File: config.mk
export PLATFORM = sky130hd
export DESIGN_NAME = ir_light_frame_encoder_top_flat
export DESIGN_NICKNAME = d
export VERILOG_FILES = /design/src/hw/rtl/irlfe_pkg.sv /design/src/hw/rtl/irlfe_req_if.sv /design/src/hw/rtl/irlfe_rsp_if.sv /design/src/hw/rtl/irlfe_frame_build.sv /design/src/hw/rtl/irlfe_tx_core.sv /design/src/hw/rtl/ir_light_frame_encoder_top.sv /design/src/flat_wrapper.sv
export SDC_FILE = /design/constraint.sdc
export NUM_CORES = 1
export LEC_CHECK = 0
export BUFFER_PORTS_ARGS = -buffer_cell sky130_fd_sc_hd__buf_2
export CAP_MARGIN = 20
export CORE_MARGIN = 1
export CORE_UTILIZATION = 39
export CTS_CLUSTER_DIAMETER = 200
export CTS_CLUSTER_SIZE = 12
export DETAILED_ROUTE_END_ITERATION = 7
export PLACE_DENSITY = 0.63
export SYNTH_ARGS = -nofsm -noshare
export SYNTH_HDL_FRONTEND = slang
export SYNTH_HIERARCHICAL = 1
export SYNTH_SLANG_ARGS = --single-unit
File: constraint.sdc
create_clock -name clock -period 17.1 [get_ports clock]
set_clock_uncertainty 0.2 [all_clocks]
set_input_delay 3.42 -clock clock [delete_from_list [all_inputs] [get_ports clock]]
set_output_delay 3.42 -clock clock [all_outputs]
set_load 0.005 [all_outputs]
File: src/hw/rtl/irlfe_pkg.sv
// ----------------------------------------------------------------------------
// irlfe_pkg
// Shared types, constants and coding functions of the IR light frame encoder.
// ----------------------------------------------------------------------------
`default_nettype none

package irlfe_pkg;

   // item function codes
   localparam logic FUNC_START = 1'b0;
   localparam logic FUNC_TICK  = 1'b1;

   // configuration register indexes
   localparam logic CSR_GROUP_ID    = 1'b0;
   localparam logic CSR_RANDOM_BITS = 1'b1;
   localparam int   CSR_INDEX_W     = 1;
   localparam int   CSR_DATA_W      = 5;

   localparam logic [11:0] CRC_POLY  = 12'h8F3;
   localparam logic [11:0] CRC_INIT  = 12'hC69;
   localparam logic [7:0]  MODE_BYTE = 8'h00;

   localparam int CODED_BYTES = 9;
   localparam int FRAME_W     = CODED_BYTES * 8;
   localparam int MSG_BYTES   = 7;

   // on-air bit positions
   localparam int CNT_W        = 7;
   localparam logic [CNT_W-1:0] PREAMBLE_BITS = 7'd16;
   localparam logic [CNT_W-1:0] SYNC_LOW_IDX  = 7'd16;
   localparam logic [CNT_W-1:0] SYNC_HIGH_IDX = 7'd17;
   localparam logic [CNT_W-1:0] PAYLOAD_IDX   = 7'd18;
   localparam logic [CNT_W-1:0] FRAME_BITS    = 7'd90;
   localparam logic [CNT_W-1:0] LAST_IDX      = 7'd89;

   typedef logic [FRAME_W-1:0] frame_type;

   typedef struct packed {
      logic       func;
      logic [7:0] red;
      logic [7:0] green;
      logic [7:0] blue;
      logic [2:0] attack;
      logic [2:0] hold;
      logic [2:0] release_req;
   } item_type;

   typedef struct packed {
      logic line_level;
      logic sending;
      logic frame_end;
      logic accepted;
   } result_type;

   localparam logic [7:0] CODE_TABLE [64] = '{
      8'h21, 8'h35, 8'h2C, 8'h34, 8'h66, 8'h26, 8'hAC, 8'h24,
      8'h46, 8'h56, 8'h44, 8'h54, 8'h64, 8'h6D, 8'h4C, 8'h6C,
      8'h92, 8'hB2, 8'hA6, 8'hA2, 8'hB4, 8'h94, 8'h86, 8'h96,
      8'h42, 8'h62, 8'h2A, 8'h6A, 8'hB6, 8'h36, 8'h22, 8'h32,
      8'h31, 8'hB1, 8'h95, 8'hB5, 8'h91, 8'h99, 8'h85, 8'h89,
      8'hA5, 8'hA4, 8'h8C, 8'h84, 8'hA1, 8'hA9, 8'h8D, 8'hAD,
      8'h9A, 8'h8A, 8'h5A, 8'h4A, 8'h49, 8'h59, 8'h52, 8'h51,
      8'h25, 8'h2D, 8'h69, 8'h29, 8'h4D, 8'h45, 8'h61, 8'h65
   };

   // 6b8b line code
   function automatic logic [7:0] code6(input logic [5:0] v);
      return CODE_TABLE[v];
   endfunction

   // reflected CRC-12 over the coded message bytes, LSB first
   function automatic logic [11:0] crc12(input logic [MSG_BYTES*8-1:0] msg);
      logic [11:0] r;
      r = CRC_INIT;
      for (int i = 0; i < MSG_BYTES; i++) begin
         r = r ^ {4'h0, msg[i*8 +: 8]};
         for (int j = 0; j < 8; j++) begin
            r = r[0] ? ((r >> 1) ^ CRC_POLY) : (r >> 1);
         end
      end
      return r;
   endfunction

endpackage

`default_nettype wire

File: src/hw/rtl/irlfe_req_if.sv
// ----------------------------------------------------------------------------
// irlfe_req_if
// Request channel: start and tick items.
// ----------------------------------------------------------------------------
`default_nettype none

interface irlfe_req_if;
   logic       valid;
   logic       ready;
   logic       func;
   logic [7:0] red;
   logic [7:0] green;
   logic [7:0] blue;
   logic [2:0] attack;
   logic [2:0] hold;
   logic [2:0] release_req;

   modport source (output valid, func, red, green, blue, attack, hold, release_req,
                   input ready);
   modport sink   (input valid, func, red, green, blue, attack, hold, release_req,
                   output ready);
endinterface

`default_nettype wire

File: src/hw/rtl/irlfe_rsp_if.sv
// ----------------------------------------------------------------------------
// irlfe_rsp_if
// Response channel: one line-level result per request.
// ----------------------------------------------------------------------------
`default_nettype none

interface irlfe_rsp_if;
   logic valid;
   logic ready;
   logic line_level;
   logic sending;
   logic frame_end;
   logic accepted;

   modport source (output valid, line_level, sending, frame_end, accepted, input ready);
   modport sink   (input valid, line_level, sending, frame_end, accepted, output ready);
endinterface

`default_nettype wire

File: src/hw/rtl/irlfe_frame_build.sv
// ----------------------------------------------------------------------------
// irlfe_frame_build
// Builds the nine coded frame bytes (CRC halves around the coded message).
// ----------------------------------------------------------------------------
`default_nettype none

module irlfe_frame_build (
   input  irlfe_pkg::item_type  item,
   input  logic [4:0]           group_id,
   input  logic [2:0]           random_bits,
   output irlfe_pkg::frame_type frame
);
   import irlfe_pkg::*;

   logic [MSG_BYTES*8-1:0] coded_msg;
   logic [11:0]            crc;

   always_comb begin
      coded_msg[0*8 +: 8] = code6(MODE_BYTE[5:0]);
      coded_msg[1*8 +: 8] = code6(item.green[7:2]);
      coded_msg[2*8 +: 8] = code6(item.red[7:2]);
      coded_msg[3*8 +: 8] = code6(item.blue[7:2]);
      coded_msg[4*8 +: 8] = code6({item.attack, random_bits});
      coded_msg[5*8 +: 8] = code6({item.release_req, item.hold});
      coded_msg[6*8 +: 8] = code6({1'b0, group_id});
   end

   assign crc   = crc12(coded_msg);
   assign frame = {code6(crc[11:6]), coded_msg, code6(crc[5:0])};

endmodule

`default_nettype wire

File: src/hw/rtl/irlfe_tx_core.sv
// ----------------------------------------------------------------------------
// irlfe_tx_core
// Frame state and bit sequencer; registers one result per processed item.
// ----------------------------------------------------------------------------
`default_nettype none

module irlfe_tx_core (
   input  logic                  clock,
   input  logic                  reset,
   input  logic                  step,
   input  irlfe_pkg::item_type   item,
   input  irlfe_pkg::frame_type  frame,
   output irlfe_pkg::result_type result
);
   import irlfe_pkg::*;

   frame_type         frame_ff, frame_in;
   logic              frame_we;
   logic [CNT_W-1:0]  cnt_ff, cnt_in;
   logic              busy_ff, busy_in;
   result_type        result_ff, result_in;
   logic [CNT_W-1:0]  bit_pos;
   logic              level;
   logic              fend;

   // level of the current on-air bit
   always_comb begin
      bit_pos = cnt_ff - PAYLOAD_IDX;
      if (cnt_ff < PREAMBLE_BITS) begin
         level = ~cnt_ff[0];            // 0x55 sent LSB first
      end else if (cnt_ff == SYNC_LOW_IDX) begin
         level = 1'b0;
      end else if (cnt_ff == SYNC_HIGH_IDX) begin
         level = 1'b1;
      end else if (cnt_ff < FRAME_BITS) begin
         level = frame_ff[bit_pos];
      end else begin
         level = 1'b0;                  // trailing low after a high last bit
      end
      fend = (cnt_ff >= FRAME_BITS) || ((cnt_ff == LAST_IDX) && !level);
   end

   always_comb begin
      frame_we  = 1'b0;
      frame_in  = frame;
      cnt_in    = cnt_ff;
      busy_in   = busy_ff;
      result_in = result_ff;
      if (step) begin
         result_in = '0;
         if (item.func == FUNC_START) begin
            if (!busy_ff) begin
               frame_we           = 1'b1;
               cnt_in             = '0;
               busy_in            = 1'b1;
               result_in.accepted = 1'b1;
            end
         end else if (busy_ff) begin
            result_in.sending    = 1'b1;
            result_in.line_level = level;
            result_in.frame_end  = fend;
            if (fend) begin
               busy_in = 1'b0;
               cnt_in  = '0;
            end else begin
               cnt_in = cnt_ff + 1'b1;
            end
         end
      end
   end

   always_ff @(posedge clock) begin
      if (reset) begin
         cnt_ff    <= '0;
         busy_ff   <= 1'b0;
         result_ff <= '0;
      end else begin
         cnt_ff    <= cnt_in;
         busy_ff   <= busy_in;
         result_ff <= result_in;
      end
   end

   always_ff @(posedge clock) begin
      if (frame_we) begin
         frame_ff <= frame_in;
      end
   end

   assign result = result_ff;

`ifndef SYNTHESIS
   a_cnt_range: assert property (@(posedge clock) disable iff (reset)
      cnt_ff <= FRAME_BITS)
      else $error("bit counter past end of frame");

   a_end_clears_busy: assert property (@(posedge clock) disable iff (reset)
      result_ff.frame_end |-> !busy_ff && cnt_ff == '0)
      else $error("frame end left frame running");

   a_accept_starts: assert property (@(posedge clock) disable iff (reset)
      result_ff.accepted |-> busy_ff && cnt_ff == '0)
      else $error("accepted start did not open a frame");

   a_tick_sends: assert property (@(posedge clock) disable iff (reset)
      step && item.func == FUNC_TICK && busy_ff |=> result_ff.sending)
      else $error("tick during frame sent no bit");
`endif

endmodule

`default_nettype wire

File: src/hw/rtl/ir_light_frame_encoder_top.sv
// ----------------------------------------------------------------------------
// ir_light_frame_encoder_top
// IR light-band frame transmitter: 6b8b coding, CRC-12, bit sequencing.
// ----------------------------------------------------------------------------
// Takes one request per clock while not stalled and returns one response per
// request, in order. A request is held in an input register; the frame builder
// and bit sequencer then act on it and the response lands in the output
// register. Throughput is one item per cycle, set by the frame state update
// in the sequencer stage. Backpressure on the response side stalls both
// stages. A start item when idle codes and stores the nine frame bytes; each
// tick then yields one on-air bit of the 90-bit frame (plus one low bit when
// the last bit is high). CSR writes must happen while idle.
// ----------------------------------------------------------------------------
`default_nettype none

module ir_light_frame_encoder_top (
   input  logic                                clock,
   input  logic                                reset,
   irlfe_req_if.sink                           req_if,
   irlfe_rsp_if.source                         rsp_if,
   input  logic                                csr_we,
   input  logic [irlfe_pkg::CSR_INDEX_W-1:0]   csr_index,
   input  logic [irlfe_pkg::CSR_DATA_W-1:0]    csr_wdata
);
   import irlfe_pkg::*;

   logic       in_valid_ff, in_valid_in;
   item_type   in_item_ff;
   logic       rsp_valid_ff, rsp_valid_in;
   logic       out_free;
   logic       step;
   logic       req_take;
   logic [4:0] group_ff, group_in;
   logic [2:0] random_ff, random_in;
   frame_type  frame;
   result_type result;

   assign out_free     = !rsp_valid_ff || rsp_if.ready;
   assign step         = in_valid_ff && out_free;
   assign req_if.ready = !in_valid_ff || out_free;
   assign req_take     = req_if.valid && req_if.ready;

   assign in_valid_in  = req_take ? 1'b1 : (step ? 1'b0 : in_valid_ff);
   assign rsp_valid_in = step ? 1'b1 : (rsp_if.ready ? 1'b0 : rsp_valid_ff);

   always_comb begin
      group_in  = group_ff;
      random_in = random_ff;
      if (csr_we) begin
         case (csr_index)
            CSR_GROUP_ID:    group_in  = csr_wdata;
            CSR_RANDOM_BITS: random_in = csr_wdata[2:0];
            default: ;
         endcase
      end
   end

   always_ff @(posedge clock) begin
      if (reset) begin
         in_valid_ff  <= 1'b0;
         rsp_valid_ff <= 1'b0;
         group_ff     <= '0;
         random_ff    <= '0;
      end else begin
         in_valid_ff  <= in_valid_in;
         rsp_valid_ff <= rsp_valid_in;
         group_ff     <= group_in;
         random_ff    <= random_in;
      end
   end

   always_ff @(posedge clock) begin
      if (req_take) begin
         in_item_ff.func        <= req_if.func;
         in_item_ff.red         <= req_if.red;
         in_item_ff.green       <= req_if.green;
         in_item_ff.blue        <= req_if.blue;
         in_item_ff.attack      <= req_if.attack;
         in_item_ff.hold        <= req_if.hold;
         in_item_ff.release_req <= req_if.release_req;
      end
   end

   irlfe_frame_build u_frame_build (
      .item        (in_item_ff),
      .group_id    (group_ff),
      .random_bits (random_ff),
      .frame       (frame)
   );

   irlfe_tx_core u_tx_core (
      .clock  (clock),
      .reset  (reset),
      .step   (step),
      .item   (in_item_ff),
      .frame  (frame),
      .result (result)
   );

   assign rsp_if.valid      = rsp_valid_ff;
   assign rsp_if.line_level = result.line_level;
   assign rsp_if.sending    = result.sending;
   assign rsp_if.frame_end  = result.frame_end;
   assign rsp_if.accepted   = result.accepted;

endmodule

`default_nettype wire
File: src/flat_wrapper.sv
// flat-port wrapper written by rule: the top's interface ports become plain ports
module ir_light_frame_encoder_top_flat import irlfe_pkg::*;
  (clock, reset, csr_we, csr_index, csr_wdata, req_if_valid, req_if_func, req_if_red, req_if_green, req_if_blue, req_if_attack, req_if_hold, req_if_release_req, req_if_ready, rsp_if_valid, rsp_if_line_level, rsp_if_sending, rsp_if_frame_end, rsp_if_accepted, rsp_if_ready);
  irlfe_req_if req_if_i ();
  irlfe_rsp_if rsp_if_i ();
  input  logic clock;
  input  logic reset;
  input  logic csr_we;
  input  logic [irlfe_pkg::CSR_INDEX_W-1:0] csr_index;
  input  logic [irlfe_pkg::CSR_DATA_W-1:0] csr_wdata;
  input wire logic [$bits(req_if_i.valid)-1:0] req_if_valid;
  input wire logic [$bits(req_if_i.func)-1:0] req_if_func;
  input wire logic [$bits(req_if_i.red)-1:0] req_if_red;
  input wire logic [$bits(req_if_i.green)-1:0] req_if_green;
  input wire logic [$bits(req_if_i.blue)-1:0] req_if_blue;
  input wire logic [$bits(req_if_i.attack)-1:0] req_if_attack;
  input wire logic [$bits(req_if_i.hold)-1:0] req_if_hold;
  input wire logic [$bits(req_if_i.release_req)-1:0] req_if_release_req;
  output wire logic [$bits(req_if_i.ready)-1:0] req_if_ready;
  output wire logic [$bits(rsp_if_i.valid)-1:0] rsp_if_valid;
  output wire logic [$bits(rsp_if_i.line_level)-1:0] rsp_if_line_level;
  output wire logic [$bits(rsp_if_i.sending)-1:0] rsp_if_sending;
  output wire logic [$bits(rsp_if_i.frame_end)-1:0] rsp_if_frame_end;
  output wire logic [$bits(rsp_if_i.accepted)-1:0] rsp_if_accepted;
  input wire logic [$bits(rsp_if_i.ready)-1:0] rsp_if_ready;
  assign req_if_i.valid = req_if_valid;
  assign req_if_i.func = req_if_func;
  assign req_if_i.red = req_if_red;
  assign req_if_i.green = req_if_green;
  assign req_if_i.blue = req_if_blue;
  assign req_if_i.attack = req_if_attack;
  assign req_if_i.hold = req_if_hold;
  assign req_if_i.release_req = req_if_release_req;
  assign req_if_ready = req_if_i.ready;
  assign rsp_if_valid = rsp_if_i.valid;
  assign rsp_if_line_level = rsp_if_i.line_level;
  assign rsp_if_sending = rsp_if_i.sending;
  assign rsp_if_frame_end = rsp_if_i.frame_end;
  assign rsp_if_accepted = rsp_if_i.accepted;
  assign rsp_if_i.ready = rsp_if_ready;
  ir_light_frame_encoder_top u_core (.clock(clock), .reset(reset), .req_if(req_if_i), .rsp_if(rsp_if_i), .csr_we(csr_we), .csr_index(csr_index), .csr_wdata(csr_wdata));
endmodule
==> impl_metrics.py <==
metrics = {
    "min_path": {
        "hold_start": "u_core/in_valid_ff$_SDFFE_PP0P_",
        "min_path_type": "reg2reg",
        "whs_path_depth": 2,
        "hold_end": "u_core/rsp_if.valid$_SDFFE_PP0P_",
    },
    "layout": {
        "final_core_util_pct": 42.07,
        "regArea_um2": 3443,
        "fill_cells": 3353,
        "diodes": 0,
        "area_growth_pct": 6.352,
        "multiInputGateArea_um2": 9389,
        "final_area_um2": 14500,
        "nNetsFinal": 1457,
        "finalNonFillerCells": 1873,
        "final_layout_size_suffix_gt1_share_pct": 12.34,
    },
    "routing": {
        "firstDrtPassIters": 5,
        "drtIter0Drc": 1059,
        "ant_nets": 0,
        "routed_wl_um": 33080,
        "drc": 0,
        "wl_per_cell_um": 17.66,
        "via_count": 10962,
        "via_per_inst": 5.853,
    },
    "timing": {
        "hold_viol_final": 0,
        "setup_viol_count_final": 0,
        "fin_setup_tns_ns": 0,
        "period_needed_ns": 8.436,
        "period_share_pct": 49.33,
        "fmaxAchievable_mhz": 118.5,
        "tightest_slew_ns": 1.086,
        "rsz0062_at_grt": "no",
        "max_slew_margin_pct": 27.33,
        "drv_slew": 0,
    },
    "clock_tree": {
        "cts_resized": 0,
        "cts_buffers": 17,
        "path_clk_slew_ns": 0.06,
        "post_cts_buffers": 0,
        "clock_latency_ns": 0.43,
        "cts_tree": "done",
        "cts_max_path_buffers": 2,
        "cts.sinks": 122,
        "cts_hold_buffers": 0,
        "cts_root_buf": "clkbuf_16",
        "cts-htree-levels": 4,
    },
    "yosys": {
        "yosysWarnings": 6,
        "syn_inst": 1450,
        "netlist_area_um2": 13630,
        "avgSynthCellArea_um2": 9.401,
    },
    "worst_setup_path": {
        "reg2reg_depth": 19,
        "rrSetupSlack_ns": 8.66,
        "critPathLaunchType": "register",
        "crit_type": "reg2reg",
        "r2r-end": "u_core/u_tx_core/frame_ff[5]$_DFFE_PP_",
        "worstReg2RegStart": "u_core/in_item_ff[21]$_DFFE_PP_",
        "arrival_ns": 8.38,
        "end_kind": "register",
        "cp_max_fo": 65,
        "required_ns": 17.04,
    },
    "global_route": {
        "grt.overflow.total": 0,
        "grtUsageTotal_pct": 18.67,
        "grt_first_pass_wirelength_um": 53840,
        "grt_pass1_vias": 10071,
        "grt_start_max_net_pins": 74,
        "antenna_found_initial": 0,
    },
    "floorplan": {
        "die_area_um2": 35710,
        "fp.dieW_um": 189.0,
        "ioPinCount": 51,
        "start_util_pct": 39.56,
        "rows": 68,
        "coreArea_um2": 34460,
        "die-height_um": 189.0,
    },
    "run_status": {
        "status": "completed",
    },
    "place": {
        "port_buffers": 44,
        "gp_congestion": 0.8914,
        "placed_cell_area_um2": 13880,
        "dp_hpwl_um": 23150,
        "place_inst": 1840,
    },
    "flow_run": {
        "drv_cap": 0,
    },
}
metal layers:
metal | wire length (µm) | global-route usage (%) | vias up
met5 | 0 | 0 | -
met4 | 874 | 6.793 | 0
met3 | 1497 | 2.465 | 62
met2 | 15910 | 30.57 | 338
met1 | 14800 | 25.17 | 5283
li1 | - | - | 5279
layout make-up:
type | count | area share, %
clock inverters | 15 | 1.295
clock buffers | 17 | 2.934
multi-input cells | 1163 | 64.76
inverters | 44 | 1.139
well taps | 455 | 3.927
flip-flops and latches | 122 | 23.75
repair buffers | 57 | 2.192
registers in the layout, summed over array words and instances (netlist names):
name	flops
u_core/in_item_ff	28
u_core/in_valid_ff	1
u_core/rsp_if.valid	1
u_core/u_tx_core/cnt_ff	7
u_core/random_ff	3
u_core/u_tx_core/result	4
u_core/u_tx_core/busy_ff	1
u_core/u_tx_core/frame_ff	72
u_core/group_ff	5
per-stage QoR:
| step | hold WS (ns) | setup slack (ns) |
|---|---|---|
| after detailed placement | 0.2550 | 8.727 |
| final | 0.2768 | 8.664 |
| after global placement | 0.2444 | 8.808 |
| after CTS | 0.2692 | 8.711 |
| after floorplan | 0.2302 | 9.886 |
| after global routing | 0.3084 | 8.279 |
how the worst max path moves through the flow:
stage                                     from                                     end  slack (ns)  cells past startpoint
2_1_floorplan                     rsp_if_ready                            req_if_ready        9.89                      1
3_3_place_gp   u_core/in_item_ff[21]$_DFFE_PP_  u_core/u_tx_core/frame_ff[5]$_DFFE_PP_        8.81                     19
3_5_place_dp   u_core/in_item_ff[21]$_DFFE_PP_  u_core/u_tx_core/frame_ff[5]$_DFFE_PP_        8.73                     19
4_1_cts        u_core/in_item_ff[21]$_DFFE_PP_  u_core/u_tx_core/frame_ff[5]$_DFFE_PP_        8.71                     19
5_1_grt        u_core/in_item_ff[21]$_DFFE_PP_  u_core/u_tx_core/frame_ff[4]$_DFFE_PP_        8.28                     19
6_report       u_core/in_item_ff[21]$_DFFE_PP_  u_core/u_tx_core/frame_ff[5]$_DFFE_PP_        8.66                     19
critical path: stages (launching register included):
cell and delay [ns]:
edfxtp_1 0.33, buf_4 0.50, nand2b_1 0.30, o221a_1 0.29
a211o_1 0.25, a211oi_2 0.39, xnor2_2 0.24, xor2_1 0.57
xnor3_1 0.36, xnor3_1 0.47, xnor3_2 0.49, xnor3_2 0.52
xnor2_4 0.41, xnor3_2 0.57, xnor3_2 0.65, xnor2_4 0.40
xor2_1 0.67, o22ai_1 0.19, o22ai_1 0.22, a221oi_2 0.09
cells in the final DEF (no fill, tap or decap), types with 19 or more instances in the layout:
master / n
a21oi_1: 111
xnor2_1: 84
nor2_1: 110
xor2_1: 39
a31oi_1: 22
nor2b_1: 27
nand2_1: 100
nand2b_1: 51
o21ai_0: 107
dfxtp_1: 22
buf_2: 44
o22ai_1: 19
nor3_1: 32
edfxtp_1: 100
xnor3_1: 53
inv_1: 41
mux2i_1: 20
Power is not shown: default switching activity piles up to over one toggle a cycle in this logic, so the estimate is an artifact.
